File: src/sv/drpk_pkg.sv
// Shared types and constants for the DER RSA private key parser.
`default_nettype none

package drpk_pkg;

    // Input command codes
    localparam logic [1:0] CMD_DATA    = 2'd0;
    localparam logic [1:0] CMD_END     = 2'd1;
    localparam logic [1:0] CMD_READ    = 2'd2;
    localparam logic [1:0] CMD_RESTART = 2'd3;

    // Result status codes
    localparam logic [1:0] ST_PARSING = 2'd0;
    localparam logic [1:0] ST_DONE    = 2'd1;
    localparam logic [1:0] ST_ERROR   = 2'd2;

    // DER constants
    localparam logic [7:0] TAG_SEQUENCE  = 8'h30;
    localparam logic [7:0] TAG_INTEGER   = 8'h02;
    localparam logic [7:0] LEN_LONG_FLAG = 8'h80;
    localparam logic [7:0] LEN_LONG_MAX  = 8'h82;

    // Key slots: version, n, e, d, p, q, dp, dq, qinv
    localparam logic [3:0] SLOT_COUNT = 4'd9;

    // One input beat
    typedef struct packed {
        logic [1:0] cmd;
        logic [7:0] byte_value;
        logic [3:0] field_select;
        logic [6:0] byte_index;
    } in_item_t;

    // One result beat
    typedef struct packed {
        logic [1:0] status;
        logic [3:0] fields_parsed;
        logic [7:0] read_byte;
    } out_item_t;

    // Classified operation held in the queue
    typedef enum logic [3:0] {
        OP_DATA    = 4'b0001,
        OP_END     = 4'b0010,
        OP_READ    = 4'b0100,
        OP_RESTART = 4'b1000
    } op_t;

    typedef struct packed {
        op_t        op;
        logic [7:0] byte_value;
        logic [3:0] field_select;
        logic [6:0] byte_index;
    } queue_entry_t;

    // Parse phase
    typedef enum logic [6:0] {
        PH_SEQ_TAG = 7'b0000001,
        PH_SEQ_LEN = 7'b0000010,
        PH_INT_TAG = 7'b0000100,
        PH_INT_LEN = 7'b0001000,
        PH_CONTENT = 7'b0010000,
        PH_DONE    = 7'b0100000,
        PH_ERROR   = 7'b1000000
    } phase_t;

    // Back-end sequencer
    typedef enum logic [3:0] {
        CTL_CLEAR = 4'b0001,
        CTL_IDLE  = 4'b0010,
        CTL_READ  = 4'b0100,
        CTL_FILL  = 4'b1000
    } ctl_t;

    function automatic logic [1:0] status_of(input phase_t ph);
        logic [1:0] st;
        st = ST_PARSING;
        if (ph == PH_DONE) begin
            st = ST_DONE;
        end else if (ph == PH_ERROR) begin
            st = ST_ERROR;
        end
        return st;
    endfunction

endpackage

`default_nettype wire

File: src/sv/drpk_front.sv
// Front end: accepts input beats, classifies the command and queues the work.
`default_nettype none

module drpk_front
    import drpk_pkg::*;
(
    input  wire logic         aclk,
    input  wire logic         aresetn,
    input  wire logic         s_valid,
    output logic              s_ready,
    input  wire in_item_t     s_data,
    input  wire logic         busy,
    output logic              q_valid,
    output queue_entry_t      q_data,
    input  wire logic         q_pop
);

    localparam int QUEUE_DEPTH = 2;

    queue_entry_t entry_reg [QUEUE_DEPTH];
    logic         wr_ptr_reg, wr_ptr_next;
    logic         rd_ptr_reg, rd_ptr_next;
    logic [1:0]   count_reg, count_next;
    logic         push;
    queue_entry_t classified;

    // Classify the incoming command
    always_comb begin
        classified.byte_value   = s_data.byte_value;
        classified.field_select = s_data.field_select;
        classified.byte_index   = s_data.byte_index;
        case (s_data.cmd)
            CMD_DATA: begin
                classified.op = OP_DATA;
            end
            CMD_END: begin
                classified.op = OP_END;
            end
            CMD_READ: begin
                classified.op = OP_READ;
            end
            CMD_RESTART: begin
                classified.op = OP_RESTART;
            end
            default: begin
                classified.op = OP_RESTART;
            end
        endcase
    end

    // Hold off input while the queue is full or the store is being cleared
    assign s_ready = (count_reg != 2'(QUEUE_DEPTH)) && !busy;
    assign push    = s_valid && s_ready;
    assign q_valid = (count_reg != 2'd0);
    assign q_data  = entry_reg[rd_ptr_reg];

    // Advance pointers and occupancy
    always_comb begin
        wr_ptr_next = push ? ~wr_ptr_reg : wr_ptr_reg;
        rd_ptr_next = q_pop ? ~rd_ptr_reg : rd_ptr_reg;
        count_next  = count_reg;
        if (push && !q_pop) begin
            count_next = count_reg + 2'd1;
        end else if (!push && q_pop) begin
            count_next = count_reg - 2'd1;
        end
    end

    always_ff @(posedge aclk) begin
        if (!aresetn) begin
            wr_ptr_reg <= 1'b0;
            rd_ptr_reg <= 1'b0;
            count_reg  <= 2'd0;
        end else begin
            wr_ptr_reg <= wr_ptr_next;
            rd_ptr_reg <= rd_ptr_next;
            count_reg  <= count_next;
        end
    end

    // Store the queued entry
    always_ff @(posedge aclk) begin
        if (push) begin
            entry_reg[wr_ptr_reg] <= classified;
        end
    end

    a_no_pop_empty: assert property (@(posedge aclk) disable iff (!aresetn)
        q_pop |-> q_valid)
        else $error("queue popped while empty");

    a_count_bound: assert property (@(posedge aclk) disable iff (!aresetn)
        count_reg <= 2'(QUEUE_DEPTH))
        else $error("queue occupancy out of range");

endmodule

`default_nettype wire

File: config.mk
export PLATFORM = sky130hd
export DESIGN_NAME = drpk_front
export DESIGN_NICKNAME = d
export VERILOG_FILES = /design/src/sv/drpk_pkg.sv /design/src/sv/drpk_front.sv
export SDC_FILE = /design/constraint.sdc
export NUM_CORES = 1
export LEC_CHECK = 0
export ABC_AREA = 1
export ABC_CLOCK_PERIOD_IN_PS = 3500
export BUFFER_PORTS_ARGS = -buffer_cell sky130_fd_sc_hd__buf_2
export CAP_MARGIN = 15
export CORE_MARGIN = 2
export CORE_UTILIZATION = 52
export DETAILED_ROUTE_END_ITERATION = 8
export PLACE_DENSITY_LB_ADDON = 0.2
export SKIP_CTS_REPAIR_TIMING = 1
export SLEW_MARGIN = 20
export SYNTH_ARGS = -nofsm -noshare
export SYNTH_HDL_FRONTEND = slang
export SYNTH_SLANG_ARGS = --single-unit
File: constraint.sdc
create_clock -name aclk -period 3.5 [get_ports aclk]
set_input_delay 0.175 -clock aclk [delete_from_list [all_inputs] [get_ports aclk]]
set_output_delay 0.175 -clock aclk [all_outputs]
set_load 0.01 [all_outputs]
==> results by group <==
Floorplan
  – Chip height: 65.1 um
  – FP Rows: 22
  – Die width: 65.1 um
  – Die area: ~4200 um^2
  – Starting Density: 53.4%
  – Core region area: 3630 um^2
  – Io pins: 51

Logic synthesis
  – Sequential share of the synthesized area: 76.3%
  – Post-synth EDFFs: between 40 and 50
  – Cell with the most instances after synthesis: edfxtp_1
  – Synth Instances: roughly 120
  – Synth Register Bits: 51
  – Top cells by area, synth: edfxtp_1 (71%), mux2_2 (13%), dfxtp_1 (5.2%)
  – Synthesized area per cell: 16.4 um^2
  – Most frequent cells after synthesis: edfxtp_1 (46), mux2_2 (23), inv_1 (14)
  – Main synth FF type: edfxtp_1
  – Mapped cell area: 1940 um^2
  – Unique masters post-synth: 12
  – Yosys warnings: 0
  – Syn nets: between 100 and 150
  – Leading area contributor after synthesis: edfxtp_1
  – Ys async rst share: 0%
  – Synth top area share: 71.2%

Worst setup path
  – Setup CP Type: reg2out
  – CP max stage delay: 1000 ps
  – Reg2Reg Depth: 4
  – Crit end category: primary output
  – Reg2Reg Setup Slack: 1760 ps
  – Crit-path slowest cell: dfxtp_1
  – Crit path cell chain: mux2_2, buf_2
  – CP startpoint kind: flop
  – CP required: 3320 ps
  – FF-to-FF End: entry_reg[1][3]
  – CP max FO: 23
  – CP Data Arrival Time: 1870 ps
  – Critical R2R Launch: count_reg[0]

STA
  – Final Hold Violating Endpoints: 0
  – Hold WS: roughly 60 ps
  – Max-slew violations: 0
  – Clk_skew: 6.71 ps
  – RSZ-0062 raised after global routing: no
  – # setup viols final: 0
  – Worst-margin pin slew: 1010 ps
  – Slew headroom: 32.4%
  – TNS Setup: 0 ps
  – Min Tclk post-route: 2040 ps
  – Max Fclk: 489 MHz
  – Final WS setup: 1460 ps
  – Period utilization: 58.4%

Pwr
  – Pwr dens: ~500 nW/um^2
  – Lkg Pwr: 0.930 nW
  – Worst VDD drop: ~0.00034 V
  – Overall power: 0.00114 W

Drt
  – WL/cell: 13.6 um
  – Vias: roughly 1100
  – DRT iter0 DRCs: 55
  – # DRC: 0
  – Vias per cell: 4.95
  – ANT nets after route: 0
  – First drt pass iteration count: 5
  – Routed WL: 3010 um

Hold path
  – Worst Hold Depth: 1
  – Min-Delay Endpoint: entry_reg[1][0]
  – Hold_sp: s_data[0]
  – Worst hold path class: in2reg

Place
  – Port bufs: 50
  – Setup Slack @ Placement: 1510 ps
  – HPWL Detailed: 2030 um
  – Placed cell areas: around 2200 um^2
  – Placer's final routability congestion estimate: 0.719

GRT
  – Antenna violations before repair: 0
  – Total grt overflow: 0
  – GRT Total Usage: 15.3%
  – Vias in the first global route: about 1100
  – Largest net degree at the start of global routing: 24
  – First-pass GRT wire length: around 4600 um

Flow run
  – Max_cap viols: 0

Layout
  – Share of layout cells above drive strength 1: 45.4%
  – Number of flip-flops under the largest register name: 46
  – Design area: 2320 um^2
  – Nets: 200
  – Synth-to-Final Area Change: 19.3%
  – Antenna diodes: 0
  – Fillers: 302

Clocking
  – CTS sink cnt: 51
  – CTS max path bufs: 2
  – Root Driver: clkbuf_8
  – CTS tree: yes
  – CTS clock-pin slew for the worst setup and hold paths: 80 ps
  – Clk_lat worst skew: ~300 ps
  – H-tree Lvls: 2
  – CTS buffer count: 5

Outcome
  – Outcome: completed
-- worst max-delay path, delay by kind of cell (launching register included) --
kind / cells / cell delay [ps]
DFF: 1 / 1000
buffers and inverters: 1 / 140
muxes: 1 / 430
-- metrics by stage --
stage,util (%),instances
4_1_cts,63.6,222
5_1_grt,63.7,222
3_5_place_dp,61.4,214
6_report,63.7,222
2_1_floorplan,-,118
3_3_place_gp,61.4,214
-- final cells by class --
| cell class | instances | area [um^2] | area share, % |
|---|---|---|---|
| Clock inverter | 2 | 7.51 | 0.324 |
| Multi-Input combinational cell | 51 | 392 | 16.9 |
| Inverter | 14 | 52.6 | 2.27 |
| Tap cell | 48 | 60.1 | 2.59 |
| Timing Repair Buffer | 50 | 250 | 10.8 |
| Sequential cell | 51 | 1480 | 64.0 |
| Clock buffer | 6 | 72.6 | 3.13 |
-- cell usage in the layout (no fill, tap or decap) --
cell type  instances
nor2_4             1
nor2_1             8
buf_2             50
nand3_1            2
clkbuf_8           5
nand4_1            2
nand2_1           11
clkinv_1           2
ha_1               1
clkbuf_1           1
dfxtp_1            5
a21oi_1            2
mux2_2            23
o21ai_0            1
edfxtp_1          46
inv_1             14
-- per-layer routing --
layer / wire length [um] / global-route usage [%] / share of wire [%] / vias up
met1: 1190 / 16.4 / 40 / 520
met3: 188 / 5.82 / 6.2 / 7
met4: 57 / 7.55 / 1.9 / 0
li1: - / - / - / 534
met2: 1570 / 26.4 / 52 / 37
met5: 0 / 0 / 0 / -
-- kinds of logic (layout without fill, tap and decap cells) --
logic type | Yosys count | count (layout) | share of synthesized area, %
flops | 51 | 51 | 76.3
buf+inv | 16 | 72 | 3.87
fa+ha+maj | 1 | 1 | 0.645
compound gates | 3 | 3 | 0.773
simple gates | 24 | 24 | 5.03
mux | 23 | 23 | 13.3
-- worst max path at each step --
stage	from	end	depth (start not counted)
after CTS	flop	q_data[16]	2
after global routing	flop	q_data[11]	2
after global placement	count_reg[0]	entry_reg[0][11]	4
after detailed placement	count_reg[0]	entry_reg[0][3]	4
final	flop	q_data[13]	2
after floorplan	count_reg[0]	entry_reg[0][0]	4
-- power by group --
group	switching, W	leakage [nW]	internal [W]	total (W)
logic	0.0000639	0.426	0.0000576	0.000121
clock network	0.000168	0.0403	0.000136	0.000305
registers	0.0000160	0.464	0.000694	0.000710
total	0.000248	0.930	0.000888	0.00114
(Power assumes the default switching activity.)
