### config.mk
export PLATFORM = sky130hd
export DESIGN_NAME = drpk_back
export DESIGN_NICKNAME = d
export VERILOG_FILES = /design/src/sv/drpk_pkg.sv /design/src/sv/drpk_store.sv /design/src/sv/drpk_back.sv
export SDC_FILE = /design/constraint.sdc
export NUM_CORES = 2
export LEC_CHECK = 0
export BUFFER_PORTS_ARGS = -buffer_cell sky130_fd_sc_hd__buf_2
export CAP_MARGIN = 40
export CORE_MARGIN = 8
export CORE_UTILIZATION = 35
export CTS_BUF_LIST = sky130_fd_sc_hd__clkbuf_8
export CTS_CLUSTER_DIAMETER = 100
export DETAILED_ROUTE_END_ITERATION = 10
export SLEW_MARGIN = 40
export SYNTH_ARGS = -nofsm -noshare
export SYNTH_HDL_FRONTEND = slang
export SYNTH_MEMORY_MAX_BITS = 65536
export SYNTH_SLANG_ARGS = --single-unit
### constraint.sdc
create_clock -name aclk -period 14.6 [get_ports aclk]
set_clock_uncertainty 0.1 [all_clocks]
set_input_delay 2.19 -clock aclk [delete_from_list [all_inputs] [get_ports aclk]]
set_output_delay 2.19 -clock aclk [all_outputs]
set_load 0.02 [all_outputs]
### src/sv/drpk_pkg.sv
// Shared types and constants for the DER RSA private key parser.
`default_nettype none

package drpk_pkg;

    // Input command codes
    localparam logic [1:0] CMD_DATA    = 2'd0;
    localparam logic [1:0] CMD_END     = 2'd1;
    localparam logic [1:0] CMD_READ    = 2'd2;
    localparam logic [1:0] CMD_RESTART = 2'd3;

    // Result status codes
    localparam logic [1:0] ST_PARSING = 2'd0;
    localparam logic [1:0] ST_DONE    = 2'd1;
    localparam logic [1:0] ST_ERROR   = 2'd2;

    // DER constants
    localparam logic [7:0] TAG_SEQUENCE  = 8'h30;
    localparam logic [7:0] TAG_INTEGER   = 8'h02;
    localparam logic [7:0] LEN_LONG_FLAG = 8'h80;
    localparam logic [7:0] LEN_LONG_MAX  = 8'h82;

    // Key slots: version, n, e, d, p, q, dp, dq, qinv
    localparam logic [3:0] SLOT_COUNT = 4'd9;

    // One input beat
    typedef struct packed {
        logic [1:0] cmd;
        logic [7:0] byte_value;
        logic [3:0] field_select;
        logic [6:0] byte_index;
    } in_item_t;

    // One result beat
    typedef struct packed {
        logic [1:0] status;
        logic [3:0] fields_parsed;
        logic [7:0] read_byte;
    } out_item_t;

    // Classified operation held in the queue
    typedef enum logic [3:0] {
        OP_DATA    = 4'b0001,
        OP_END     = 4'b0010,
        OP_READ    = 4'b0100,
        OP_RESTART = 4'b1000
    } op_t;

    typedef struct packed {
        op_t        op;
        logic [7:0] byte_value;
        logic [3:0] field_select;
        logic [6:0] byte_index;
    } queue_entry_t;

    // Parse phase
    typedef enum logic [6:0] {
        PH_SEQ_TAG = 7'b0000001,
        PH_SEQ_LEN = 7'b0000010,
        PH_INT_TAG = 7'b0000100,
        PH_INT_LEN = 7'b0001000,
        PH_CONTENT = 7'b0010000,
        PH_DONE    = 7'b0100000,
        PH_ERROR   = 7'b1000000
    } phase_t;

    // Back-end sequencer
    typedef enum logic [3:0] {
        CTL_CLEAR = 4'b0001,
        CTL_IDLE  = 4'b0010,
        CTL_READ  = 4'b0100,
        CTL_FILL  = 4'b1000
    } ctl_t;

    function automatic logic [1:0] status_of(input phase_t ph);
        logic [1:0] st;
        st = ST_PARSING;
        if (ph == PH_DONE) begin
            st = ST_DONE;
        end else if (ph == PH_ERROR) begin
            st = ST_ERROR;
        end
        return st;
    endfunction

endpackage

`default_nettype wire

### src/sv/drpk_store.sv
// Key store: single write port, one registered read port.
`default_nettype none

module drpk_store #(
    parameter int DEPTH = 584
) (
    input  wire logic                     aclk,
    input  wire logic                     we,
    input  wire logic [$clog2(DEPTH)-1:0] waddr,
    input  wire logic [7:0]               wdata,
    input  wire logic                     re,
    input  wire logic [$clog2(DEPTH)-1:0] raddr,
    output logic [7:0]                    rdata
);

    logic [7:0] mem [DEPTH];
    logic [7:0] rdata_reg;

    // Write and registered read
    always_ff @(posedge aclk) begin
        if (we) begin
            mem[waddr] <= wdata;
        end
        if (re) begin
            rdata_reg <= mem[raddr];
        end
    end

    assign rdata = rdata_reg;

endmodule

`default_nettype wire

### src/sv/drpk_back.sv
// Back end: DER parse sequencer, zero fill and clearing sweeps, result register.
`default_nettype none

module drpk_back
    import drpk_pkg::*;
#(
    parameter int LONG_FIELD_BYTES  = 128,
    parameter int HALF_FIELD_BYTES  = 64,
    parameter int SHORT_FIELD_BYTES = 4
) (
    input  wire logic         aclk,
    input  wire logic         aresetn,
    input  wire logic         q_valid,
    input  wire queue_entry_t q_data,
    output logic              q_pop,
    output logic              busy,
    output logic              m_valid,
    input  wire logic         m_ready,
    output out_item_t         m_data
);

    localparam int STORE_BYTES = 2 * SHORT_FIELD_BYTES + 2 * LONG_FIELD_BYTES
                               + 5 * HALF_FIELD_BYTES;
    localparam int ADDR_W = $clog2(STORE_BYTES);
    localparam int B1 = SHORT_FIELD_BYTES;
    localparam int B2 = B1 + LONG_FIELD_BYTES;
    localparam int B3 = B2 + SHORT_FIELD_BYTES;
    localparam int B4 = B3 + LONG_FIELD_BYTES;
    localparam int B5 = B4 + HALF_FIELD_BYTES;
    localparam int B6 = B5 + HALF_FIELD_BYTES;
    localparam int B7 = B6 + HALF_FIELD_BYTES;
    localparam int B8 = B7 + HALF_FIELD_BYTES;

    function automatic logic [15:0] size_of(input logic [3:0] f);
        logic [15:0] s;
        case (f)
            4'd0, 4'd2: s = 16'(SHORT_FIELD_BYTES);
            4'd1, 4'd3: s = 16'(LONG_FIELD_BYTES);
            default:    s = 16'(HALF_FIELD_BYTES);
        endcase
        return s;
    endfunction

    function automatic logic [ADDR_W-1:0] base_of(input logic [3:0] f);
        logic [ADDR_W-1:0] b;
        case (f)
            4'd1:    b = ADDR_W'(B1);
            4'd2:    b = ADDR_W'(B2);
            4'd3:    b = ADDR_W'(B3);
            4'd4:    b = ADDR_W'(B4);
            4'd5:    b = ADDR_W'(B5);
            4'd6:    b = ADDR_W'(B6);
            4'd7:    b = ADDR_W'(B7);
            4'd8:    b = ADDR_W'(B8);
            default: b = '0;
        endcase
        return b;
    endfunction

    ctl_t              ctl_reg, ctl_next;
    phase_t            phase_reg, phase_next;
    logic [3:0]        field_reg, field_next;
    logic [1:0]        left_reg, left_next;
    logic [15:0]       accum_reg, accum_next;
    logic [15:0]       pos_reg, pos_next;
    logic              lead_reg, lead_next;
    logic [ADDR_W-1:0] fill_addr_reg, fill_addr_next;
    logic [ADDR_W-1:0] fill_last_reg, fill_last_next;
    logic              rd_ok_reg, rd_ok_next;
    logic              m_valid_reg, m_valid_next;
    out_item_t         m_data_reg, m_data_next;

    logic              out_free;
    logic              start;
    logic              out_load;
    logic              mem_we, mem_re;
    logic [ADDR_W-1:0] mem_waddr, mem_raddr;
    logic [7:0]        mem_wdata, mem_rdata;
    logic [7:0]        b;
    logic [15:0]       cur_size;
    logic [ADDR_W-1:0] cur_base;
    logic              f_ok;
    logic              len_done;
    logic [15:0]       len_val;
    logic [15:0]       wpos;
    logic [15:0]       pos_inc;
    logic              do_finish;
    logic [15:0]       fin;
    logic              go_fill;

    assign out_free = !m_valid_reg || m_ready;
    assign start    = (ctl_reg == CTL_IDLE) && q_valid && out_free;
    assign q_pop    = start;
    assign busy     = (ctl_reg == CTL_CLEAR);
    assign b        = q_data.byte_value;
    assign cur_size = size_of(field_reg);
    assign cur_base = base_of(field_reg);
    assign f_ok     = field_reg < SLOT_COUNT;
    assign wpos     = accum_reg - 16'd1 - pos_reg;
    assign pos_inc  = pos_reg + 16'd1;

    drpk_store #(
        .DEPTH (STORE_BYTES)
    ) u_store (
        .aclk  (aclk),
        .we    (mem_we),
        .waddr (mem_waddr),
        .wdata (mem_wdata),
        .re    (mem_re),
        .raddr (mem_raddr),
        .rdata (mem_rdata)
    );

    // Sequence the parse, sweeps and reads
    always_comb begin
        ctl_next       = ctl_reg;
        phase_next     = phase_reg;
        field_next     = field_reg;
        left_next      = left_reg;
        accum_next     = accum_reg;
        pos_next       = pos_reg;
        lead_next      = lead_reg;
        fill_addr_next = fill_addr_reg;
        fill_last_next = fill_last_reg;
        rd_ok_next     = rd_ok_reg;
        mem_we         = 1'b0;
        mem_waddr      = fill_addr_reg;
        mem_wdata      = 8'h00;
        mem_re         = 1'b0;
        mem_raddr      = base_of(q_data.field_select) + ADDR_W'(q_data.byte_index);
        out_load       = 1'b0;
        m_data_next    = m_data_reg;
        len_done       = 1'b0;
        len_val        = accum_reg;
        do_finish      = 1'b0;
        fin            = 16'd0;
        go_fill        = 1'b0;

        case (ctl_reg)
            CTL_CLEAR: begin
                mem_we         = 1'b1;
                fill_addr_next = fill_addr_reg + ADDR_W'(1);
                if (fill_addr_reg == fill_last_reg) begin
                    ctl_next = CTL_IDLE;
                end
            end
            CTL_FILL: begin
                mem_we         = 1'b1;
                fill_addr_next = fill_addr_reg + ADDR_W'(1);
                if (fill_addr_reg == fill_last_reg) begin
                    ctl_next    = CTL_IDLE;
                    out_load    = 1'b1;
                    m_data_next = '{status_of(phase_reg), field_reg, 8'h00};
                end
            end
            CTL_READ: begin
                ctl_next    = CTL_IDLE;
                out_load    = 1'b1;
                m_data_next = '{status_of(phase_reg), field_reg,
                                rd_ok_reg ? mem_rdata : 8'h00};
            end
            CTL_IDLE: begin
                if (start) begin
                    case (q_data.op)
                        OP_DATA: begin
                            case (phase_reg)
                                PH_SEQ_TAG: begin
                                    if (b == TAG_SEQUENCE) begin
                                        phase_next = PH_SEQ_LEN;
                                        left_next  = 2'd0;
                                    end else begin
                                        phase_next = PH_ERROR;
                                    end
                                end
                                PH_INT_TAG: begin
                                    if (b == TAG_INTEGER) begin
                                        phase_next = PH_INT_LEN;
                                        left_next  = 2'd0;
                                    end else begin
                                        phase_next = PH_ERROR;
                                    end
                                end
                                PH_SEQ_LEN, PH_INT_LEN: begin
                                    // Gather short or long form length
                                    if (left_reg == 2'd0) begin
                                        if (b < LEN_LONG_FLAG) begin
                                            len_val    = {8'h00, b};
                                            accum_next = len_val;
                                            len_done   = 1'b1;
                                        end else if (b == LEN_LONG_FLAG
                                                     || b > LEN_LONG_MAX) begin
                                            phase_next = PH_ERROR;
                                        end else begin
                                            left_next  = b[1:0];
                                            accum_next = 16'd0;
                                        end
                                    end else begin
                                        len_val    = {accum_reg[7:0], b};
                                        accum_next = len_val;
                                        left_next  = left_reg - 2'd1;
                                        len_done   = (left_reg == 2'd1);
                                    end
                                    if (len_done) begin
                                        if (phase_reg == PH_SEQ_LEN) begin
                                            phase_next = PH_INT_TAG;
                                            left_next  = 2'd0;
                                        end else if (!f_ok || {1'b0, len_val}
                                                     > {1'b0, cur_size} + 17'd1) begin
                                            phase_next = PH_ERROR;
                                        end else begin
                                            pos_next  = 16'd0;
                                            lead_next = 1'b0;
                                            if (len_val == 16'd0) begin
                                                do_finish = 1'b1;
                                                fin       = 16'd0;
                                            end else begin
                                                phase_next = PH_CONTENT;
                                            end
                                        end
                                    end
                                end
                                PH_CONTENT: begin
                                    // Store content bytes in reverse order
                                    if (!f_ok || pos_reg >= accum_reg) begin
                                        phase_next = PH_ERROR;
                                    end else if (pos_reg == 16'd0 && b == 8'h00) begin
                                        lead_next = 1'b1;
                                        pos_next  = pos_inc;
                                        if (pos_inc == accum_reg) begin
                                            do_finish = 1'b1;
                                            fin       = accum_reg - 16'd1;
                                        end
                                    end else if (wpos >= cur_size) begin
                                        phase_next = PH_ERROR;
                                    end else begin
                                        mem_we    = 1'b1;
                                        mem_waddr = cur_base + ADDR_W'(wpos);
                                        mem_wdata = b;
                                        pos_next  = pos_inc;
                                        if (pos_inc == accum_reg) begin
                                            do_finish = 1'b1;
                                            fin       = accum_reg - {15'd0, lead_reg};
                                        end
                                    end
                                end
                                default: begin
                                end
                            endcase
                            // Close the integer and set up the zero fill
                            if (do_finish) begin
                                field_next = field_reg + 4'd1;
                                left_next  = 2'd0;
                                phase_next = (field_reg + 4'd1 >= SLOT_COUNT)
                                             ? PH_DONE : PH_INT_TAG;
                                if (fin < cur_size) begin
                                    go_fill        = 1'b1;
                                    fill_addr_next = cur_base + ADDR_W'(fin);
                                    fill_last_next = cur_base
                                                     + ADDR_W'(cur_size - 16'd1);
                                end
                            end
                            if (go_fill) begin
                                ctl_next = CTL_FILL;
                            end else begin
                                out_load    = 1'b1;
                                m_data_next = '{status_of(phase_next), field_next, 8'h00};
                            end
                        end
                        OP_END: begin
                            if (phase_reg != PH_DONE && phase_reg != PH_ERROR) begin
                                phase_next = PH_ERROR;
                            end
                            out_load    = 1'b1;
                            m_data_next = '{status_of(phase_next), field_reg, 8'h00};
                        end
                        OP_READ: begin
                            mem_re     = 1'b1;
                            rd_ok_next = (q_data.field_select < SLOT_COUNT)
                                && (16'(q_data.byte_index) < size_of(q_data.field_select));
                            ctl_next   = CTL_READ;
                        end
                        OP_RESTART: begin
                            phase_next  = PH_SEQ_TAG;
                            field_next  = 4'd0;
                            left_next   = 2'd0;
                            accum_next  = 16'd0;
                            pos_next    = 16'd0;
                            lead_next   = 1'b0;
                            out_load    = 1'b1;
                            m_data_next = '{ST_PARSING, 4'd0, 8'h00};
                        end
                        default: begin
                        end
                    endcase
                end
            end
            default: begin
                ctl_next = CTL_IDLE;
            end
        endcase
    end

    // Hold the result until the beat is taken
    always_comb begin
        m_valid_next = m_valid_reg;
        if (out_load) begin
            m_valid_next = 1'b1;
        end else if (m_ready) begin
            m_valid_next = 1'b0;
        end
    end

    always_ff @(posedge aclk) begin
        if (!aresetn) begin
            ctl_reg       <= CTL_CLEAR;
            phase_reg     <= PH_SEQ_TAG;
            field_reg     <= 4'd0;
            left_reg      <= 2'd0;
            accum_reg     <= 16'd0;
            pos_reg       <= 16'd0;
            lead_reg      <= 1'b0;
            fill_addr_reg <= '0;
            fill_last_reg <= ADDR_W'(STORE_BYTES - 1);
            m_valid_reg   <= 1'b0;
        end else begin
            ctl_reg       <= ctl_next;
            phase_reg     <= phase_next;
            field_reg     <= field_next;
            left_reg      <= left_next;
            accum_reg     <= accum_next;
            pos_reg       <= pos_next;
            lead_reg      <= lead_next;
            fill_addr_reg <= fill_addr_next;
            fill_last_reg <= fill_last_next;
            m_valid_reg   <= m_valid_next;
        end
    end

    // Payload registers
    always_ff @(posedge aclk) begin
        rd_ok_reg  <= rd_ok_next;
        m_data_reg <= m_data_next;
    end

    assign m_valid = m_valid_reg;
    assign m_data  = m_data_reg;

    a_no_pop_in_clear: assert property (@(posedge aclk) disable iff (!aresetn)
        (ctl_reg == CTL_CLEAR) |-> !q_pop)
        else $error("item taken during clearing sweep");

    a_fill_in_range: assert property (@(posedge aclk) disable iff (!aresetn)
        (ctl_reg == CTL_FILL || ctl_reg == CTL_CLEAR) |-> fill_addr_reg <= fill_last_reg)
        else $error("sweep address past its end");

    a_load_when_free: assert property (@(posedge aclk) disable iff (!aresetn)
        out_load |-> out_free)
        else $error("result register overwritten");

    a_done_matches_count: assert property (@(posedge aclk) disable iff (!aresetn)
        (phase_reg == PH_DONE) == (field_reg == SLOT_COUNT))
        else $error("completion and field count disagree");

endmodule

`default_nettype wire

==> qor.csv <==
stage,metric,value,unit
grt,first-pass GRT wire length,707000,µm
worst_setup_path,crit path cell chain,nor4_1 > nand3_1 > or3_1 > nor3_1 > xnor2_1 > inv_1 > ha_1 > a21oi_1 > a21boi_0 > o221a_2 > a311o_1 > a221oi_2 > a21boi_2 > nand3_4 > or3_1 > buf_4 > nor3_2 > nand2b_1 > nand2_2 > buf_4 > nor2_1,
clocking,Clock Tree Root,clkbuf_8,
worst_setup_path,CP Data Required Time,15.35,ns
clocking,CTS tree,done,
clocking,H-tree level count,6,
pwr,PD cells,124,nW/µm²
finish,Finished Core Util,39.5,%
routing,DRC errors left,0,
worst_setup_path,Setup CP Type,reg -> reg,
pwr,Leak,60.9,nW
sta,Max-slew headroom,35.3,%
finish,Layout Cells excl Fill,16900,
finish,Final nets,9221,
clocking,CTS clock-pin slew for the worst setup and hold paths,0.07,ns
routing,Antenna Nets Post-Route,0,
grt,number of global-route vias before repair,93900,
finish,most frequent cells in the layout,"edfxtp_1, mux4_2, clkbuf_8",
grt,total grt overflow,0,
die,IO Count,44,
place,Post-DP HPWL,296000,µm
pwr,peak supply drop,0.0000989,V
yosys,Yosys top cell area share,74.3,%
place,pre-CTS setup slack,5.64,ns
routing,post-DR wirelength/cell,29.6,µm
yosys,register area share after synthesis,75.1,%
worst_setup_path,crit path max-delay cell type,nor2_1,
place,input/output buffers,43,
yosys,Avg Inst Size Synth,21.9,µm²
yosys,Post-synth EDFFs,4695,
sta,Final period util,57.6,%
die,die area,566000,µm²
grt,largest net degree at the start of global routing,181,
clocking,clock sinks,4769,
hold_path,HP Class,reg -> reg,
routing,Post-Route WL,501000,µm
yosys,syn_nets,8773,
grt,antenna violations before repair,42,
routing,DRT iter0 DRCs,11400,
yosys,cell taking the most area after synthesis,edfxtp_1,
worst_setup_path,WP data arrival,9.16,ns
worst_setup_path,crit start category,flop,
routing,detailed-route via count,92800,
die,die height,752,µm
yosys,largest cells by area after synthesis,"edfxtp_1, mux4_2, nor2_1",
sta,Final Max Tran Viols,0,
die,Rows,270,
sta,final hold slack,0.401,ns
sta,Max Fclk,0.119,GHz
finish,"commonest non-fill, non-tap cell in the layout",edfxtp_1,
clocking,post-CTS setup buffers,0,
yosys,Cell variety after synth,90,
sta,RSZ-0062 raised after global routing,false,
sta,min cycle time layout,8.40,ns
finish,proportion of layout cells with a drive suffix above 1,30.6,%
yosys,ys async rst share,0,%
routing,Pre-Repair DR Iteration Count,6,
die,Initial Util,35.1,%
yosys,synth warn,0,
status,status,completed,
finish,fillers,47400,
routing,Via density,5.48,
sta,final setup TNS,0,ns
yosys,Synth Cell Area,190000,µm²
worst_setup_path,WP buf/inv,3,
clocking,CTS buffer count,728,
finish,max FFs per register,4672,
clocking,Clock Tree Buf Depth,4,
die,Die Wd,752,µm
finish,synthesis-to-layout area growth,12.4,%
clocking,Post-CTS Resized,0,
grt,gr usage total,17.2,%
yosys,number of synthesized register bits,4769,
place,dpl cells,15600,
worst_setup_path,Critical Path End Type,flop,
worst_setup_path,"slowest stage delay, CP",0.77,ns
clocking,"Clk Latency, worst-skew pair",1.26,ns
die,Core Area,540000,µm²
run,Max Cap Violations,0,
yosys,"Top FF cell, synth",edfxtp_1,
clocking,hold-fix buffer count after cts,0,
sta,final setup margin,6.20,ns
place,GP Congestion,0.829,
sta,final setup violating endpoints,0,
yosys,cells after synthesis,8665,
sta,worst-margin pin slew,0.971,ns
sta,"Hold Vio Cnt, Final",0,
worst_setup_path,"delay-heaviest family, CP",simple AND/OR/NAND/NOR gates,
worst_setup_path,critical path peak fanout,28,
==> kinds of logic (layout without fill, tap and decap cells) <==
logic type	after synthesis	count (layout)	synth area share (%)
buf+inv	589	1607	1.40
xor+xnor	86	86	0.397
compound gates	374	374	1.29
fa+ha+maj	83	83	0.561
flops	4769	4769	75.1
other cells	0	30	0
mux	1564	1564	18.3
simple gates	1200	1200	2.89
==> final timing paths <==
path | start | to | slack, ns | cells past startpoint
setup / recovery | accum_reg[2]$_SDFFE_PN0P_ | u_store.mem[40][7]$_DFFE_PP_ | 6.20 | 21
hold / removal | fill_last_reg[9]$_SDFFE_PN1P_ | fill_last_reg[9]$_SDFFE_PN1P_ | 0.40 | 2
setup reg to reg | accum_reg[2]$_SDFFE_PN0P_ | u_store.mem[40][7]$_DFFE_PP_ | 6.20 | 21
hold reg to reg | fill_last_reg[9]$_SDFFE_PN1P_ | fill_last_reg[9]$_SDFFE_PN1P_ | 0.40 | 2
==> where the power goes <==
group / total, W / internal [W] / switching [W] / leakage (nW)
sequential: 0.0148 / 0.0148 / 0.00000780 / 40.0
clock: 0.0103 / 0.00516 / 0.00518 / 7.60
combinational: 0.00118 / 0.000487 / 0.000697 / 13.3
==> worst register-to-register path: stages (launching register included) <==
cell and delay, ns:
dfxtp_1 0.47, nor4_1 0.62, nand3_1 0.22, or3_1 0.42, nor3_1 0.19, xnor2_1 0.18, inv_1 0.08, ha_1 0.36
a21oi_1 0.34, a21boi_0 0.19, o221a_2 0.32, a311o_1 0.34, a221oi_2 0.31, a21boi_2 0.43, nand3_4 0.19, or3_1 0.45
buf_4 0.28, nor3_2 0.22, nand2b_1 0.52, nand2_2 0.46, buf_4 0.51, nor2_1 0.83
==> cell usage after synthesis (6+ instances only) <==
cell and instances:
o21bai_1 7, nor2_2 30, o21ai_1 6, o31ai_1 6, o21ai_0 76, nand2_4 6, xnor2_1 60, a21boi_0 6
a22oi_1 6, a21o_1 19, a31oi_1 15, nand4_1 19, nand2b_1 22, nand2_1 156, o21a_1 12, nor2b_1 36
a21oi_1 117, nor4_1 17, mux4_2 1528, buf_2 40, a211oi_1 31, buf_1 124, mux2i_1 34, xor2_1 26
buf_4 28, nand2_2 14, inv_1 79, nor3b_1 8, or4_1 7, or3_1 15, or2_2 6, ha_1 77
dfxtp_1 74, buf_6 35, and3_1 21, and2_1 30, edfxtp_1 4695, nand3_1 69, clkbuf_1 280, nand3b_1 10
nor2_1 671, nor3_1 35, o211ai_1 6
==> cell type report <==
type / instances / area (µm²) / area share, %
Sequential cell: 4769 / 142000 / 66.8
Multi-Input combinational cell: 3307 / 45200 / 21.2
Clock buffer: 748 / 10300 / 4.83
Tap cell: 7208 / 9020 / 4.23
Clock inverter: 552 / 3020 / 1.42
Timing Repair Buffer: 228 / 2730 / 1.28
Inverter: 79 / 297 / 0.139
Antenna cell: 30 / 75.1 / 0.0352
==> layer usage <==
layer  GRT usage (%)  share of wire (%)  vias up
met2            28.4                 49     4637
li1                -                  -    37400
met4            4.90                2.7        2
met3            3.18                8.6      734
met5               0             0.0014        -
met1            23.4                 40    50000
==> per-stage QoR <==
step	power (W)	cell area (µm²)
2_1_floorplan	0.0159	190000
3_3_place_gp	0.0163	198000
3_5_place_dp	0.0163	199000
4_1_cts	0.0265	212000
5_1_grt	0.0271	213000
6_report	0.0263	213000
Note: power is estimated with default switching activity, not from simulation.
